## src/rtl/vob_pkg.sv

```systemverilog
package vob_pkg;

    // block side used when the top level is not overridden
    localparam int BLOCK_SIDE = 8;

    // fixed field widths
    localparam int COORD_W = 4;
    localparam int CMD_W   = 2;
    localparam int COUNT_W = 10;
    localparam int DIM_W   = 2;

    // dimensions register
    localparam logic [DIM_W-1:0] DIM_FLAT  = 2'd2;
    localparam logic [DIM_W-1:0] DIM_RESET = 2'd3;

    // commands
    localparam logic [CMD_W-1:0] CMD_SET   = 2'd0;
    localparam logic [CMD_W-1:0] CMD_TEST  = 2'd1;
    localparam logic [CMD_W-1:0] CMD_CLEAR = 2'd2;
    localparam logic [CMD_W-1:0] CMD_NOP   = 2'd3;

    typedef enum logic [1:0] {
        ST_EMPTY = 2'd0,
        ST_BUSY  = 2'd1,
        ST_FULL  = 2'd2
    } node_state_t;

endpackage

```

## src/rtl/vob_if.sv

```systemverilog
interface vob_req_if;
    logic                      valid;
    logic                      ready;
    logic [vob_pkg::CMD_W-1:0]   cmd;
    logic [vob_pkg::COORD_W-1:0] coord_x;
    logic [vob_pkg::COORD_W-1:0] coord_y;
    logic [vob_pkg::COORD_W-1:0] coord_z;

    modport source (output valid, output cmd, output coord_x, output coord_y,
                    output coord_z, input ready);
    modport sink   (input valid, input cmd, input coord_x, input coord_y,
                    input coord_z, output ready);
endinterface

interface vob_rsp_if;
    logic                      valid;
    logic                      ready;
    logic                      cell_is_set;
    logic [vob_pkg::COUNT_W-1:0] set_count;
    logic [1:0]                node_state;
    logic                      coord_error;

    modport source (output valid, output cell_is_set, output set_count,
                    output node_state, output coord_error, input ready);
    modport sink   (input valid, input cell_is_set, input set_count,
                    input node_state, input coord_error, output ready);
endinterface

interface vob_cfg_if;
    logic                      valid;
    logic                      ready;
    logic [vob_pkg::DIM_W-1:0] dimensions;

    modport source (output valid, output dimensions, input ready);
    modport sink   (input valid, input dimensions, output ready);
endinterface

```

## src/rtl/vob_ram.sv

```systemverilog
module vob_ram #(
    parameter int WIDTH = 8,
    parameter int DEPTH = 64
) (
    input  logic                     clk,
    input  logic                     we,
    input  logic [$clog2(DEPTH)-1:0] waddr,
    input  logic [WIDTH-1:0]         wdata,
    input  logic                     re,
    input  logic [$clog2(DEPTH)-1:0] raddr,
    output logic [WIDTH-1:0]         rdata
);

    logic [WIDTH-1:0] mem_reg [DEPTH];
    logic [WIDTH-1:0] rdata_reg;

    always_ff @(posedge clk)
    begin
        if (we)
        begin
            mem_reg[waddr] <= wdata;
        end
        if (re)
        begin
            rdata_reg <= mem_reg[raddr];
        end
    end

    assign rdata = rdata_reg;

endmodule

```

## src/rtl/voxel_occupancy_block_top.sv

```systemverilog
// channel  dir  word                                         handshake
// req      in   cmd, coord_x, coord_y, coord_z               valid / ready
// rsp      out  cell_is_set, set_count, node_state, coord_error valid / ready
// cfg      in   dimensions (write also clears the block)     valid / ready (always ready)
//
// one word per cycle sustained while rsp is ready; a result passes the stage and result registers
// the cell store is a ram of side*side rows, one bit per x; its registered read
// sets the extra stage, and a write from the stage is forwarded to the next word
// per-row valid flops clear the whole block at once, on reset, clear or cfg
// a stalled rsp holds the stage and the ram read register; req.ready drops
module voxel_occupancy_block_top #(
    parameter int BLOCK_SIDE = vob_pkg::BLOCK_SIDE
) (
    input  logic      clk,
    input  logic      rst_n,
    vob_req_if.sink   req,
    vob_rsp_if.source rsp,
    vob_cfg_if.sink   cfg
);

    localparam int ROWS   = BLOCK_SIDE * BLOCK_SIDE;
    localparam int RW     = $clog2(ROWS);
    localparam int CW     = $clog2(BLOCK_SIDE);
    localparam int CNT_W  = $clog2(BLOCK_SIDE * BLOCK_SIDE * BLOCK_SIDE + 1);
    localparam int CALC_W = 2 * vob_pkg::COORD_W + 1;
    localparam int CMP_W  = vob_pkg::COORD_W + 1;
    localparam logic [CNT_W-1:0] CELLS_2D = CNT_W'(ROWS);
    localparam logic [CNT_W-1:0] CELLS_3D = CNT_W'(ROWS * BLOCK_SIDE);

    // control state
    logic [vob_pkg::DIM_W-1:0] dims_reg, dims_next;
    logic [CNT_W-1:0]          count_reg, count_next;
    vob_pkg::node_state_t      state_reg, state_next;
    logic [ROWS-1:0]           row_valid_reg, row_valid_next;
    logic                      s1_valid_reg;
    logic                      res_valid_reg;

    // stage payload
    logic [vob_pkg::CMD_W-1:0]   s1_cmd_reg;
    logic [vob_pkg::COORD_W-1:0] s1_x_reg, s1_y_reg, s1_z_reg;
    logic [RW-1:0]               s1_row_reg;
    logic                        fwd_hit_reg, fwd_hit_next;
    logic [BLOCK_SIDE-1:0]       fwd_data_reg;

    // result payload
    logic                        res_answer_reg;
    logic [vob_pkg::COUNT_W-1:0] res_count_reg;
    logic [1:0]                  res_state_reg;
    logic                        res_error_reg;

    logic                        flat;
    logic                        advance;
    logic                        commit;
    logic                        cfg_wr;
    logic [vob_pkg::COORD_W-1:0] in_z;
    logic [CALC_W-1:0]           in_row_calc;
    logic [RW-1:0]               in_row;
    logic [BLOCK_SIDE-1:0]       ram_rdata;
    logic [BLOCK_SIDE-1:0]       row_data;
    logic [BLOCK_SIDE-1:0]       col_mask;
    logic [BLOCK_SIDE-1:0]       wr_data;
    logic                        cell_bit;
    logic                        coord_bad;
    logic [CNT_W-1:0]            cells_in_use;
    logic [CNT_W-1:0]            count_inc;
    logic [CNT_W-1:0]            item_count;
    vob_pkg::node_state_t        item_state;
    logic                        item_clear;
    logic                        item_answer;
    logic                        item_error;
    logic                        item_write;
    logic                        ram_we;
    logic [CNT_W+vob_pkg::COUNT_W-1:0] count_wide;

    assign flat    = (dims_reg == vob_pkg::DIM_FLAT);
    assign advance = !res_valid_reg || rsp.ready;
    assign commit  = s1_valid_reg && advance;
    assign cfg_wr  = cfg.valid && cfg.ready;

    assign req.ready = advance;
    assign cfg.ready = 1'b1;

    // row address of the incoming word, z dropped in two dimensions
    assign in_z        = flat ? '0 : req.coord_z;
    assign in_row_calc = CALC_W'(req.coord_y) + CALC_W'(in_z) * CALC_W'(BLOCK_SIDE);
    assign in_row      = in_row_calc[RW-1:0];

    vob_ram #(
        .WIDTH (BLOCK_SIDE),
        .DEPTH (ROWS)
    ) u_cells (
        .clk   (clk),
        .we    (ram_we),
        .waddr (s1_row_reg),
        .wdata (wr_data),
        .re    (advance),
        .raddr (in_row),
        .rdata (ram_rdata)
    );

    // stage evaluation
    assign row_data = fwd_hit_reg ? fwd_data_reg
                    : (row_valid_reg[s1_row_reg] ? ram_rdata : '0);
    assign col_mask = {{(BLOCK_SIDE-1){1'b0}}, 1'b1} << s1_x_reg[CW-1:0];
    assign cell_bit = |(row_data & col_mask);
    assign wr_data  = row_data | col_mask;

    assign coord_bad = (CMP_W'(s1_x_reg) >= CMP_W'(BLOCK_SIDE))
                    || (CMP_W'(s1_y_reg) >= CMP_W'(BLOCK_SIDE))
                    || (CMP_W'(s1_z_reg) >= CMP_W'(BLOCK_SIDE));

    assign cells_in_use = flat ? CELLS_2D : CELLS_3D;
    assign count_inc    = count_reg + CNT_W'(1);

    // block state and count after the staged word
    always_comb
    begin
        item_count = count_reg;
        item_state = state_reg;
        item_clear = 1'b0;
        unique case (s1_cmd_reg)
            vob_pkg::CMD_SET:
            begin
                if (!coord_bad && state_reg != vob_pkg::ST_FULL)
                begin
                    item_state = vob_pkg::ST_BUSY;
                    if (!cell_bit)
                    begin
                        item_count = count_inc;
                    end
                    if (item_count >= cells_in_use)
                    begin
                        item_state = vob_pkg::ST_FULL;
                    end
                end
            end
            vob_pkg::CMD_CLEAR:
            begin
                item_count = '0;
                item_state = vob_pkg::ST_EMPTY;
                item_clear = 1'b1;
            end
            vob_pkg::CMD_TEST, vob_pkg::CMD_NOP:
            begin
            end
            default:
            begin
            end
        endcase
    end

    // answer, error and store write of the staged word
    always_comb
    begin
        item_answer = 1'b0;
        item_error  = 1'b0;
        item_write  = 1'b0;
        unique case (s1_cmd_reg)
            vob_pkg::CMD_SET:
            begin
                if (coord_bad)
                begin
                    item_error = 1'b1;
                end
                else if (state_reg != vob_pkg::ST_FULL && !cell_bit)
                begin
                    item_write = 1'b1;
                end
            end
            vob_pkg::CMD_TEST:
            begin
                if (coord_bad)
                begin
                    item_error = 1'b1;
                end
                else if (state_reg == vob_pkg::ST_FULL)
                begin
                    item_answer = 1'b1;
                end
                else if (state_reg == vob_pkg::ST_BUSY)
                begin
                    item_answer = cell_bit;
                end
            end
            vob_pkg::CMD_CLEAR, vob_pkg::CMD_NOP:
            begin
            end
            default:
            begin
            end
        endcase
    end

    assign ram_we = commit && item_write;

    // the ram read issued now misses a write landing on the same row
    assign fwd_hit_next = ram_we && (in_row == s1_row_reg);

    assign count_wide = {{vob_pkg::COUNT_W{1'b0}}, item_count};

    always_comb
    begin
        dims_next      = dims_reg;
        count_next     = count_reg;
        state_next     = state_reg;
        row_valid_next = row_valid_reg;
        if (cfg_wr)
        begin
            dims_next      = cfg.dimensions;
            count_next     = '0;
            state_next     = vob_pkg::ST_EMPTY;
            row_valid_next = '0;
        end
        else if (commit)
        begin
            count_next = item_count;
            state_next = item_state;
            if (item_clear)
            begin
                row_valid_next = '0;
            end
            else if (item_write)
            begin
                row_valid_next[s1_row_reg] = 1'b1;
            end
        end
    end

    always_ff @(posedge clk or negedge rst_n)
    begin
        if (!rst_n)
        begin
            dims_reg      <= vob_pkg::DIM_RESET;
            count_reg     <= '0;
            state_reg     <= vob_pkg::ST_EMPTY;
            row_valid_reg <= '0;
            s1_valid_reg  <= 1'b0;
            res_valid_reg <= 1'b0;
            fwd_hit_reg   <= 1'b0;
        end
        else
        begin
            dims_reg      <= dims_next;
            count_reg     <= count_next;
            state_reg     <= state_next;
            row_valid_reg <= row_valid_next;
            if (advance)
            begin
                s1_valid_reg  <= req.valid;
                res_valid_reg <= s1_valid_reg;
                fwd_hit_reg   <= fwd_hit_next;
            end
        end
    end

    always_ff @(posedge clk)
    begin
        if (advance)
        begin
            s1_cmd_reg     <= req.cmd;
            s1_x_reg       <= req.coord_x;
            s1_y_reg       <= req.coord_y;
            s1_z_reg       <= in_z;
            s1_row_reg     <= in_row;
            fwd_data_reg   <= wr_data;
            res_answer_reg <= item_answer;
            res_count_reg  <= count_wide[vob_pkg::COUNT_W-1:0];
            res_state_reg  <= item_state;
            res_error_reg  <= item_error;
        end
    end

    assign rsp.valid       = res_valid_reg;
    assign rsp.cell_is_set = res_answer_reg;
    assign rsp.set_count   = res_count_reg;
    assign rsp.node_state  = res_state_reg;
    assign rsp.coord_error = res_error_reg;

endmodule
```

## src/flat_wrapper.sv

```systemverilog
// flat-port wrapper written by rule: the top's interface ports become plain ports
module voxel_occupancy_block_top_flat 
#(
    parameter int BLOCK_SIDE = vob_pkg::BLOCK_SIDE
)
  (clk, rst_n, req_valid, req_cmd, req_coord_x, req_coord_y, req_coord_z, req_ready, rsp_valid, rsp_cell_is_set, rsp_set_count, rsp_node_state, rsp_coord_error, rsp_ready, cfg_valid, cfg_dimensions, cfg_ready);
  vob_req_if req_i ();
  vob_rsp_if rsp_i ();
  vob_cfg_if cfg_i ();
  input  logic clk;
  input  logic rst_n;
  input wire logic [$bits(req_i.valid)-1:0] req_valid;
  input wire logic [$bits(req_i.cmd)-1:0] req_cmd;
  input wire logic [$bits(req_i.coord_x)-1:0] req_coord_x;
  input wire logic [$bits(req_i.coord_y)-1:0] req_coord_y;
  input wire logic [$bits(req_i.coord_z)-1:0] req_coord_z;
  output wire logic [$bits(req_i.ready)-1:0] req_ready;
  output wire logic [$bits(rsp_i.valid)-1:0] rsp_valid;
  output wire logic [$bits(rsp_i.cell_is_set)-1:0] rsp_cell_is_set;
  output wire logic [$bits(rsp_i.set_count)-1:0] rsp_set_count;
  output wire logic [$bits(rsp_i.node_state)-1:0] rsp_node_state;
  output wire logic [$bits(rsp_i.coord_error)-1:0] rsp_coord_error;
  input wire logic [$bits(rsp_i.ready)-1:0] rsp_ready;
  input wire logic [$bits(cfg_i.valid)-1:0] cfg_valid;
  input wire logic [$bits(cfg_i.dimensions)-1:0] cfg_dimensions;
  output wire logic [$bits(cfg_i.ready)-1:0] cfg_ready;
  assign req_i.valid = req_valid;
  assign req_i.cmd = req_cmd;
  assign req_i.coord_x = req_coord_x;
  assign req_i.coord_y = req_coord_y;
  assign req_i.coord_z = req_coord_z;
  assign req_ready = req_i.ready;
  assign rsp_valid = rsp_i.valid;
  assign rsp_cell_is_set = rsp_i.cell_is_set;
  assign rsp_set_count = rsp_i.set_count;
  assign rsp_node_state = rsp_i.node_state;
  assign rsp_coord_error = rsp_i.coord_error;
  assign rsp_i.ready = rsp_ready;
  assign cfg_i.valid = cfg_valid;
  assign cfg_i.dimensions = cfg_dimensions;
  assign cfg_ready = cfg_i.ready;
  voxel_occupancy_block_top #(.BLOCK_SIDE(BLOCK_SIDE)) u_core (.clk(clk), .rst_n(rst_n), .req(req_i), .rsp(rsp_i), .cfg(cfg_i));
endmodule
```

## config.mk

```make
export PLATFORM = sky130hd
export DESIGN_NAME = voxel_occupancy_block_top_flat
export DESIGN_NICKNAME = d
export VERILOG_FILES = /design/src/rtl/vob_pkg.sv /design/src/rtl/vob_if.sv /design/src/rtl/vob_ram.sv /design/src/rtl/voxel_occupancy_block_top.sv /design/src/flat_wrapper.sv
export SDC_FILE = /design/constraint.sdc
export NUM_CORES = 1
export LEC_CHECK = 0
export ABC_AREA = 1
export BUFFER_PORTS_ARGS = -buffer_cell sky130_fd_sc_hd__buf_2
export CAP_MARGIN = 40
export CORE_ASPECT_RATIO = 1.25
export CORE_MARGIN = 10
export CORE_UTILIZATION = 50
export CTS_CLUSTER_DIAMETER = 50
export DETAILED_ROUTE_END_ITERATION = 10
export GPL_TIMING_DRIVEN = 0
export HOLD_SLACK_MARGIN = 0.02
export PLACE_DENSITY = 0.66
export SLEW_MARGIN = 0
export SYNTH_ARGS = -nofsm -noshare
export SYNTH_HDL_FRONTEND = slang
export SYNTH_SLANG_ARGS = --single-unit
export TNS_END_PERCENT = 1
```

## constraint.sdc

```tcl
create_clock -name clk -period 4.15 [get_ports clk]
set_input_delay 0.2075 -clock clk [delete_from_list [all_inputs] [get_ports clk]]
set_output_delay 0.2075 -clock clk [all_outputs]
set_load 0.05 [all_outputs]
```

**Word level (Yosys, flattened, before mapping)**

Memories as Yosys holds them, arrays and structs flattened. A register that Yosys moved wholly into a read port is not among the register bits.
Cells that the tools add are included.

- Flip-flop bits (word level): 123
- RAM bits: 512
- Output and inout port bits: 17
- Word-level logic and storage cells: 90
- Memories: 1

- Add/sub/neg operators: 2
- Order comparisons: 6
- Equality and inequality tests: 7
- Shift-type cells: 1
- Muxes and demuxes: 33
- Bitwise logic cells: 4
- Reductions and logical operators: 19

Memories:

| name | depth | bits a word | rd ports | clocked after memory_dff | write ports | line | text |
|---|---|---|---|---|---|---|---|
| u_core.u_cells.mem_reg | 64 | 8 | 1 | 1 | 1 | vob_ram.sv:14 | `logic [WIDTH-1:0] mem_reg [DEPTH];` |

Operators with widths:

| operator | number |
|---|---|
| 64-bit 2-to-1 mux | 4 |
| 10-bit 2-to-1 mux | 7 |
| 64-bit bitwise OR | 1 |
| 10-bit case mux with 2 select lines | 1 |
| 8-bit 2-to-1 mux | 2 |
| 4-bit greater-or-equal comparator, second input constant | 3 |
| 1-bit 2-to-1 mux | 11 |
| 10-bit by 1-bit adder with 10-bit output, second input constant | 1 |
| 10-bit greater-or-equal comparator | 1 |
| 8-bit bitwise AND | 1 |
| 2-bit 2-to-1 mux | 4 |
| 8-bit bitwise OR | 1 |
| 8-bit OR reduction | 1 |
| 1-bit by 3-bit left shift with 8-bit output, first input constant | 1 |
| 6-bit by 7-bit less-than comparator with 1-bit output, second input constant | 1 |
| 4-bit by 6-bit adder with 6-bit output | 1 |
| 1-bit binary-select mux with 6-bit select | 1 |
| 1-bit demux with 6-bit select | 1 |
| 2-bit == test, second input constant | 3 |
| 6-bit == test | 1 |
| 6-bit by 1-bit greater-or-equal comparator with 1-bit output, second input constant | 1 |
| 1-bit logical AND | 6 |
| 2-bit by 1-bit == test with 1-bit output, second input constant | 2 |
| 4-bit 2-to-1 mux | 1 |
| 10 further kinds | 15 |

**Longest topological paths before layout**

- Depth in word-level cells: 15
- Mapped depth: 31
- Mapped depth without buffers: 27

**Cells and area by module**

A second synthesis with hierarchy kept.

- Cell total of the unflattened synthesis: 2600
- Area total of the unflattened synthesis: 27807.9 um^2

By module, submodules not included:

| module | instances | cells each | area an instance (um^2) | seq. area each (um^2) |
|---|---|---|---|---|
| vob_ram | 1 | 1805 | 21419.3 | 15615.0 |
| voxel_occupancy_block_top | 1 | 795 | 6388.6 | 3110.5 |

**Least setup slack after synthesis**

No wires, ideal clock.

- Path type: reg2reg
- Start point: register u_core.s1_row_reg[0]
- End point: register u_core.res_state_reg[1] (netlist: u_core.rsp.node_state[1]), data pin
- Arrival: 3.045 ns
- Required time: 3.881 ns
- Slack: 0.836 ns
- Stages on the path, launching flop included: 28
- Buffers on the path: 4
- Period minus slack after synthesis: 3.314 ns
- Cell sequence: edfxtp_1 buf_6 inv_2 buf_6 buf_6 nand2_1 nand3_1 nand2_1 o21ai_1 nand2_1 nor2_1 nand2_2 nand2_1 nand2_1 nand2_1 nand2_1 nor2_4 nand2_2 buf_6 nor3_2 xor2_1 inv_2 ha_1 or2_2 a21oi_1 nand2_1 nand2_1 o21ai_1

- Longest elaborated chain between the ends: 13

Ends and longest elaborated chain:

| item | line | text |
|---|---|---|
| start, declared | voxel_occupancy_block_top.sv:41 | `logic [RW-1:0] s1_row_reg;` |
| start signal, assigned | voxel_occupancy_block_top.sv:264 | `s1_row_reg <= in_row;` |
| 1-bit binary-select mux with 6-bit select | voxel_occupancy_block_top.sv:103 | `: (row_valid_reg[s1_row_reg] ? ram_rdata : '0);` |
| 1-bit 2-to-1 mux (implied by the code) | voxel_occupancy_block_top.sv:103 |  |
| 8-bit 2-to-1 mux | voxel_occupancy_block_top.sv:103 |  |
| 8-bit 2-to-1 mux | voxel_occupancy_block_top.sv:102 | `assign row_data = fwd_hit_reg ? fwd_data_reg` |
| 8-bit bitwise AND | voxel_occupancy_block_top.sv:105 | `assign cell_bit = \|(row_data & col_mask);` |
| 8-bit OR reduction | voxel_occupancy_block_top.sv:105 |  |
| 10-bit 2-to-1 mux | voxel_occupancy_block_top.sv:127 | `if (!cell_bit)` |
| 10-bit 2-to-1 mux | voxel_occupancy_block_top.sv:124 | `if (!coord_bad && state_reg != vob_pkg::ST_FULL)` |
| 10-bit 2-to-1 mux | voxel_occupancy_block_top.sv:121 | `unique case (s1_cmd_reg)` |
| 10-bit greater-or-equal comparator | voxel_occupancy_block_top.sv:131 | `if (item_count >= cells_in_use)` |
| 2-bit 2-to-1 mux | voxel_occupancy_block_top.sv:131 |  |
| 2-bit 2-to-1 mux | voxel_occupancy_block_top.sv:124 |  |
| 2-bit case mux with 2 select lines | voxel_occupancy_block_top.sv:121 |  |
| named net u_core.item_state[1] | voxel_occupancy_block_top.sv:67 | `vob_pkg::node_state_t item_state;` |
| end signal, assigned | voxel_occupancy_block_top.sv:268 | `res_state_reg <= item_state;` |
| end, declared | voxel_occupancy_block_top.sv:48 | `logic [1:0] res_state_reg;` |

The timed path passes the listed nets, and every way through them passes these cells. The select of a mux whose other input is x is not followed.
A chain may end at the register's enable or synchronous reset.

**Final worst setup path**

- Start point: input req_coord_y[0]
- End point: register u_core.u_cells.rdata_reg[6] (netlist: u_core.u_cells.rdata[6]) (read register of u_core.u_cells.mem_reg), data pin

- Longest elaborated chain between the ends: 1

Ends and longest elaborated chain:

| item | line | text |
|---|---|---|
| start, declared | flat_wrapper.sv:15 | `input wire logic [$bits(req_i.coord_y)-1:0] req_coord_y;` |
| 4-bit by 6-bit adder with 6-bit output | voxel_occupancy_block_top.sv:85 | `assign in_row_calc = CALC_W'(req.coord_y) + CALC_W'(in_z) * CALC_W'(BLOCK_SIDE);` |
| end, declared | vob_ram.sv:15 | `logic [WIDTH-1:0] rdata_reg;` |

Every way passes these cells.

==> results.toml <==
[final_layout]
register_area_sq_um = 18700
largest_register_ffs = 512
fillers = 4331
area_growth_pct = 17.0
final_nets = 2626
drive_gt1_frac = 0.120
antenna_cells = 0
multiInputGateArea_sq_um = 7270

[synthesis]
synth_area_leaders = "edfxtp_1 (62%), dfrtp_1 (7.4%), o21ai_0 (6.6%), nor2_1 (6.2%), o22ai_1 (3.5%)"
syn_nets = 2422
yosysMostFrequentCell = "edfxtp_1"
synth_cell_types = 39
synth_common_cells = "edfxtp_1 (556), nor2_1 (440), o21ai_0 (354)"
synthArstFlopShare = 0.127
synth_top_cell_area_share = 0.622
synth_edf_count = 556
synth_area_sq_um = 26800
synth.ff_latch_count = 637
syn-instance-count = 2396
ys_warn_count = 0
synth_seq_area_share = 0.698
synth_top_area_cell = "edfxtp_1"
synth_flop_cell = "edfxtp_1"
postSynthAreaPerCell_sq_um = 11.2

[critical_path]
crit_path_end_kind = "flip-flop"
crit_type = "input port to flip-flop"
max_stage_delay_ns = 0.79
crit_top_cell = "clkbuf_1"
worstPathRequired_ns = 4.50
crit_path_start_kind = "input port"
cp_max_fo = 10
worstPathCellList = "dlygate4sd3_1 -> buf_2 -> clkbuf_1 -> clkbuf_1 -> clkbuf_1 -> nor2_1 -> o22ai_1 -> nor2_1 -> o32ai_1 -> o21ai_0 -> o21ai_0"
worstPathArrival_ns = 4.39
slowest_stage = "clkbuf_1"

[drt]
drtIter0Drc = 2745
wl_per_cell_um = 27.7
vias = 20600
vias_per_cell = 6.21
ant_nets = 0
drc = 0
routed_wl_mm = 92.0
dr.pass1.iters = 8

[global_routing]
antenna_found_initial = 0
gr-total-overflow = 0
grt_use_total = 0.287
grt_pass1_vias = 19600
grt_pass1_wl_mm = 132
grt_max_degree = 67

[power]
p_sw_mw = 4.07
p_comb_frac = 0.125
power.share.clock = 0.392
total_power_mw = 15.3
swShare = 0.266
seqPwrFrac = 0.483
vdd_drop_max_mv = 0.403
pwr_density_cell_nw_per_um2 = 487
leakage_nw = 10.9
p_int_mw = 11.2

[timing]
min_period_ns = 4.05
setup_viol = 0
fin_ws_ns = 0.102
min_period_over_period = 0.975
relSlewSlack = 0.343
slew_viol_final = 0
timing.hold.ws_ns = 0.0945
final_hold_viol_count = 0
finClkSkew_ns = 0.0261
clock.fmax_mhz = 247
worst_pin_slew_ns = 0.983

[clocking]
path_clk_slew_ns = 0.06
clock-sinks = 637
cts-htree-levels = 3
tritoncts = "yes"
cts_buffers = 69
clk_latency_ns = 0.62
root_buffer = "clkbuf_16"
clockBufferDepth = 3

[die]
coreArea_sq_um = 52900
fp.dieW_um = 227
io_pins = 38
start_util = 0.507
rows = 94
die_h_um = 279
dieArea_sq_um = 63400

[placed_design]
dp_slack_ns = -0.424
io_buffers = 36
place_congestion = 1.04
hpwl_mm = 64.4

[flow_run]
maxCapViolCount = 0

[hold_path]
hold_path_class = "input port to flip-flop"

[outcome]
outcome = "completed"
worst paths after layout:
path	startpoint	endpoint	slack, ns	cells past startpoint
max	req_coord_y[0]	u_core.u_cells.rdata[6]	0.10	11
min	req_coord_z[1]	u_core.s1_row_reg[4]	0.09	4
max reg2reg	u_core.s1_row_reg[0]	u_core.u_cells.mem_reg[16][7]	0.20	24
min reg2reg	u_core.state_reg[1]	u_core.state_reg[1]	0.49	2
max in group asynchronous	rst_n	u_core.state_reg[0]	2.87	3
min in group asynchronous	rst_n	u_core.row_valid_reg[46]	0.17	3
layout make-up:
cell class                      count  share of cell area
Buffer                            161              0.0228
Clock buffer                       86              0.0593
Sequential cell                   637               0.596
Tap cell                          672              0.0268
Clock inverter                     35             0.00944
Multi-Input combinational cell   1469               0.232
Inverter                          128              0.0153
Timing Repair Buffer              134              0.0387
routing by layer:
metal / global-route usage / wire length, um / vias up
met5: 0 / 0 / -
met4: 0.157 / 5490 / 0
met3: 0.0444 / 9450 / 295
met2: 0.472 / 44300 / 1357
met1: 0.358 / 32800 / 10100
li1: - / - / 8902
worst max-delay path, delay by kind of cell:
kind	cells	cell delay [ns]
AND/OR/NAND/NOR	2	0.22
buffers and inverters	5	2.47
AO/OA/AOI/OAI	4	1.46
placed cells by master (no fill, tap or decap), drive strengths merged, types with 5 or more instances in the layout:
master       count
a21oi           76
buf            137
clkbuf         222
clkinv          28
dfrtp           79
dlygate4sd3     22
edfxtp         556
ha               5
inv            128
nand2          250
nand3          109
nor2           442
nor3            22
o21ai          363
o221ai          13
o22ai          149
or2             10
xor2             7
power groups by stage:
stage          Combinational (mW)  Sequential (mW)  Clock (mW)
4_1_cts                      1.83             7.39        5.99
5_1_grt                      2.01             7.40        6.24
2_1_floorplan               0.897             7.58           0
3_3_place_gp                 1.67             7.54           0
6_report                     1.91             7.39        5.99
3_5_place_dp                 1.80             7.52           0
cell families (layout without fill, tap and decap cells):
| family | count (synthesis) | in the layout | synth area share |
|---|---|---|---|
| flops | 637 | 637 | 0.698 |
| other cells | 1 | 1 | 0.000140 |
| xor+xnor | 11 | 11 | 0.00359 |
| buf+inv | 290 | 544 | 0.0442 |
| simple gates | 839 | 839 | 0.128 |
| fa+ha+maj | 5 | 5 | 0.00233 |
| compound gates | 613 | 613 | 0.124 |
stage by stage:
step,setup TNS (ns),instance area [sq um],util,std cells
final,0,31400,0.594,3322
after global routing,-0.0152,31400,0.594,3322
after CTS,-16.60,31200,0.590,3317
after detailed placement,-74.13,28600,0.541,3171
after global placement,-226.04,27900,0.527,3104
after floorplan,0,26800,-,2396
timing repair:
action | 4_1_cts | 5_1_grt
setup buffers | 3 | 5
hold buffers | 22 | 0
pin swaps | 3 | 6
gates resized for setup | 63 | 35
cloned | 0 | 0
endpoints found under the setup margin | 432 | 513
hold endpoints to repair | 98 | 0
Power figures use the tool's default switching activity.
